## src/sv/bpa_pkg.sv

```systemverilog
// Shared definitions of the buddy page allocator: operation, status and
// descriptor codes plus default sizing. No dependencies.
package bpa_pkg;

  // Default sizing, handed to the top level parameters
  localparam int unsigned NumOrdersDef      = 11;
  localparam int unsigned PageBytesDef      = 4096;
  localparam int unsigned MaxBlocksDef      = 256;
  localparam int unsigned PageNumberBitsDef = 20;

  // Order fields are fixed at four bits (up to sixteen orders)
  localparam int unsigned ORDER_W = 4;

  typedef enum logic [1:0] {
    MODE_INSERT = 2'd0,
    MODE_ALLOC  = 2'd1,
    MODE_FREE   = 2'd2,
    MODE_LOOKUP = 2'd3
  } mode_e;

  typedef enum logic [1:0] {
    ST_OK       = 2'd0,
    ST_NOMEM    = 2'd1,
    ST_INVAL    = 2'd2,
    ST_NOTFOUND = 2'd3
  } status_e;

  typedef enum logic [1:0] {
    K_UNUSED = 2'd0,
    K_FREE   = 2'd1,
    K_ALLOC  = 2'd2,
    K_SPLIT  = 2'd3
  } kind_e;

  typedef enum logic [1:0] {
    P_TOP   = 2'd0,
    P_LEFT  = 2'd1,
    P_RIGHT = 2'd2
  } pos_e;

endpackage

```

## src/sv/bpa_desc_pool.sv

```systemverilog
// Descriptor pool: availability bits, free count and a two-step lowest-index
// search (group of sixteen, then bit). Depends on bpa_pkg.
module bpa_desc_pool import bpa_pkg::*; #(
  parameter int unsigned MAX_BLOCKS = MaxBlocksDef,
  localparam int unsigned IW = $clog2(MAX_BLOCKS)
) (
  input  logic          clk_i,
  input  logic          rst_ni,
  input  logic          grp_latch_i,
  input  logic          take_i,
  input  logic          rel_vld_i,
  input  logic [IW-1:0] rel_a_i,
  input  logic [IW-1:0] rel_b_i,
  input  logic [IW-1:0] query_idx_i,
  output logic          query_avail_o,
  output logic [IW-1:0] take_idx_o,
  output logic [IW:0]   avail_cnt_o
);

  localparam int unsigned GS = 16;
  localparam int unsigned NG = MAX_BLOCKS / GS;
  localparam int unsigned GW = (NG > 1) ? $clog2(NG) : 1;

  logic [MAX_BLOCKS-1:0] pool_q;
  logic [GW-1:0]         grp_q, grp_sel;
  logic [IW:0]           cnt_q;
  logic [GS-1:0]         grp_bits;
  logic [3:0]            bit_sel;

  // lowest group holding a free descriptor
  always_comb begin
    grp_sel = '0;
    for (int g = NG - 1; g >= 0; g--) begin
      if (|pool_q[g*GS +: GS]) grp_sel = GW'(g);
    end
  end

  // lowest free bit inside the latched group
  always_comb begin
    grp_bits = pool_q[{grp_q, 4'b0000} +: GS];
    bit_sel  = '0;
    for (int b = GS - 1; b >= 0; b--) begin
      if (grp_bits[b]) bit_sel = 4'(b);
    end
  end

  assign take_idx_o    = IW'({grp_q, bit_sel});
  assign query_avail_o = pool_q[query_idx_i];
  assign avail_cnt_o   = cnt_q;

  always_ff @(posedge clk_i or negedge rst_ni) begin
    if (!rst_ni) begin
      pool_q <= '1;
      grp_q  <= '0;
      cnt_q  <= (IW+1)'(MAX_BLOCKS);
    end else begin
      if (grp_latch_i) grp_q <= grp_sel;
      if (take_i) begin
        pool_q[take_idx_o] <= 1'b0;
        cnt_q              <= cnt_q - 1'b1;
      end else if (rel_vld_i) begin
        pool_q[rel_a_i] <= 1'b1;
        pool_q[rel_b_i] <= 1'b1;
        cnt_q           <= cnt_q + 2'd2;
      end
    end
  end

endmodule

```

## config.mk

```make
export PLATFORM = sky130hd
export DESIGN_NAME = bpa_desc_pool
export DESIGN_NICKNAME = d
export VERILOG_FILES = /design/src/sv/bpa_pkg.sv /design/src/sv/bpa_desc_pool.sv
export SDC_FILE = /design/constraint.sdc
export NUM_CORES = 1
export LEC_CHECK = 0
export BUFFER_PORTS_ARGS = -buffer_cell sky130_fd_sc_hd__buf_4
export CAP_MARGIN = 10
export CORE_MARGIN = 2
export CORE_UTILIZATION = 35
export DETAILED_ROUTE_END_ITERATION = 16
export SLEW_MARGIN = 40
export SYNTH_ARGS = -nofsm -noshare
export SYNTH_HDL_FRONTEND = slang
export SYNTH_SLANG_ARGS = --single-unit
```

## constraint.sdc

```tcl
create_clock -name clk_i -period 12.7 [get_ports clk_i]
set_input_delay 2.54 -clock clk_i [delete_from_list [all_inputs] [get_ports clk_i]]
set_output_delay 2.54 -clock clk_i [all_outputs]
set_load 0.01 [all_outputs]
```

==> impl_metrics.csv <==
group,metric,value,unit
layout,final_util,39.61,%
global_routing,grt_usage,32.58,%
critical_path,worstPathMaxFanout,64,
layout,area_delta_synth_final,12.16,%
clocking,cts_root_buf,"clkbuf_16",
clocking,clk_path_buf_depth,3,
logic_synthesis,synth_top_cell_area_share,36.53,%
global_routing,antenna_found_initial,2,
timing,rsz0062_at_grt,"no",
critical_path,rrSetupSlack,7.50,ns
global_routing,use_met3,12.52,%
clocking,cts_buffers,34,
global_routing,use_met2,42.91,%
global_routing,grt_pass1_vias,18350,
clocking,cts_tree,"built",
die,core-area,52340,µm²
placed_design,place_hpwl,58490,µm
logic_synthesis,synth-xor-area-share,0.3791,%
critical_path,worstSetupPathType,"input pin to output pin",
drt,via_per_inst,7.599,
timing,finalMaxSlewViolations,0,
outcome,status,"finished clean",
timing,layout_worst_path_cycle_share,63.37,%
critical_path,start_kind,"input pin",
timing,fmax,124.3,MHz
drt,wire_per_inst,35.23,µm
drt,drc_errors,0,
logic_synthesis,yosys_most_used_dff,"dfstp_2",
logic_synthesis,syn_inst,1886,
die,io_pins,47,
clocking,insertion_delay,0.57,ns
layout,num-nets-final,1873,
timing,skew,0.01650,ns
logic_synthesis,synth_top_family_by_area,"compound AO/OA/AOI/OAI gates",
timing,hold_viol,0,
logic_synthesis,synth_compound_area_share,25.99,%
logic_synthesis,synth_edf_count,0,
logic_synthesis,ys_warn_count,0,
critical_path,cp_data_arrival_time,5.51,ns
drt,wirelength,89970,µm
logic_synthesis,async_reset_ff_share,100.0,%
logic_synthesis,synth-adder-area-share,0.2708,%
drt,drt_iter0_drc,3154,
logic_synthesis,synth_top_area_cell,"dfstp_2",
power,power_density,164.3,nW/µm²
clocking,cts_resized,0,
drt,ant_nets,0,
clocking,cts_hold_buffers,0,
critical_path,crit_required,10.16,ns
logic_synthesis,yosys.area_share.simple,11.24,%
hold_path,hp-class,"register to register",
timing,setup_viol_count_final,0,
die,row_count,84,
timing,hold_ws,0.4863,ns
drt,dr.pass1.iters,7,
timing,tightest_slew,0.9322,ns
power,vdd_drop_max,0.1901,mV
logic_synthesis,synth_seq_cells,269,
placed_design,portBuffers,46,
layout,design_area,20730,µm²
die,die_w,233.8,µm
clocking,cts_setup_buffers,0,
placed_design,placed_cell_area,19530,µm²
global_routing,grt_max_degree,118,
power,p_leak,6.735,nW
logic_synthesis,syn-cell-area,18480,µm²
logic_synthesis,synthMuxAreaShare,19.25,%
layout,drive_gt1_share,31.97,%
die,floorplan.initialDensity,35.32,%
clocking,htree_levels,2,
placed_design,gp_congestion,1.006,
logic_synthesis,synth_area_per_cell,9.801,µm²
timing,finalSetupTns,0,ns
logic_synthesis,yosysUniqueCellTypes,57,
global_routing,grt.busiest_layer,"met1",
logic_synthesis,synth-seq-area-share,38.16,%
die,die-height,233.8,µm
die,dieArea,54660,µm²
placed_design,dpl_worst_slack,4.545,ns
critical_path,crit_path_end_kind,"output pin",
global_routing,grt_pass1_wl,129600,µm
clocking,clkTransAtPathRegs,0.06,ns
global_routing,globalRouteOverflowTotal,0,
logic_synthesis,synth_fp_nets,1919,
drt,via_count,19410,
timing,slew_headroom,37.85,%
clocking,cts.sinks,269,
timing,finalCriticalPeriod,8.048,ns
logic_synthesis,synth_area_leaders,"dfstp_2 37%, mux4_2 19%, a21oi_1 9.2%",
run,cap_viol_max_count,0,
timing,setup_slack,4.652,ns
global_routing,global_route.usage.met1,44.47,%
-- placed cells by master (no fill, tap or decap), drive strengths merged, types with 3 or more instances in the layout --
cell     instances
a21oi          338
a22o             9
a22oi            6
a31oi           77
a41oi           16
and2             9
and3             4
and4             3
buf            100
bufinv           3
clkbuf          55
dfrtp           12
dfstp          257
ha               4
inv             25
mux4           158
nand2          111
nand2b           8
nand3           38
nand4           26
nor2            93
nor2b           22
nor3            27
nor4            68
nor4b            3
o211ai           9
o21ai           69
o21bai           3
o221ai           3
o22ai          258
o2bb2ai         14
o31ai            8
xnor2            4
xor2             4
-- final timing paths --
kind / cells after the start / from / endpoint
max: 6 / query_idx_i[0] / query_avail_o
min: 1 / avail_cnt_o[8] / avail_cnt_o[8]
max reg2reg: 10 / grp_q[0] / pool_q[134]
min reg2reg: 1 / avail_cnt_o[8] / avail_cnt_o[8]
max in group asynchronous: 3 / rst_ni / grp_q[0]
min in group asynchronous: 1 / rst_ni / pool_q[223]
-- Yosys cell counts, types with 6 or more instances --
cell type,count
nand2_1,111
buf_1,15
nand3_1,38
a31oi_1,77
nor2b_1,22
nor4_1,68
and2_1,9
nand2b_1,8
inv_1,25
o22ai_1,257
nor2_1,92
nand4_1,26
o31ai_1,8
dfstp_2,257
o211ai_1,9
clkbuf_1,127
a41oi_1,16
nor3_1,26
mux4_2,158
a22oi_1,6
dfrtp_1,12
a22o_1,9
o21ai_0,65
buf_2,32
a21oi_1,338
o2bb2ai_1,14
-- sequential cells by signal (all words and copies together) (netlist names) --
register and flops:
grp_q 4, pool_q 256, avail_cnt_o 9
-- cells by family (layout without fill, tap and decap cells) --
kind of cell	count (synthesis)	in the layout
DFF	269	269
AOI/OAI and AO/OA	820	820
adders and majority gates	4	4
and+or+nand+nor	419	419
xor gates and xnor gates	8	8
buffers and inverters	208	186
muxes	158	158
other	0	2
-- through the flow --
stage | cells | power (mW)
detailed placement | 2492 | 2.298
CTS | 2552 | 3.343
finish | 2554 | 3.407
floorplan | 1886 | 1.735
global route | 2552 | 3.458
global placement | 2485 | 2.246
-- worst max-delay path: stages --
cell and delay [ns]:
clkbuf_8 0.52, mux4_2 0.61, mux4_2 0.49, mux4_2 0.56, mux4_2 0.53, buf_4 0.17
-- cell type report --
cell class / count / area (µm²)
sequential: 269 / 7061
fill: 5122 / 31610
tap: 688 / 860.8
timing repair buffer: 101 / 887.1
antenna: 2 / 5.005
inverter: 25 / 93.84
clock buffer: 54 / 1070
multi-input combinational: 1409 / 10650
clock inverter: 6 / 110.1
-- routing by layer --
layer  up-vias  part of all wire, %
li1       7494                    -
met5         -                0.010
met2      1947                   39
met4         2                  7.0
met3       398                   17
met1      9568                   37
-- where the power goes --
group | internal [mW] | leakage (nW) | switching (mW)
Clock | 0.638 | 0.571 | 0.413
Sequential | 1.01 | 2.81 | 0.145
Combinational | 0.332 | 3.35 | 0.873
Total | 1.98 | 6.73 | 1.43
(Power assumes the default switching activity.)
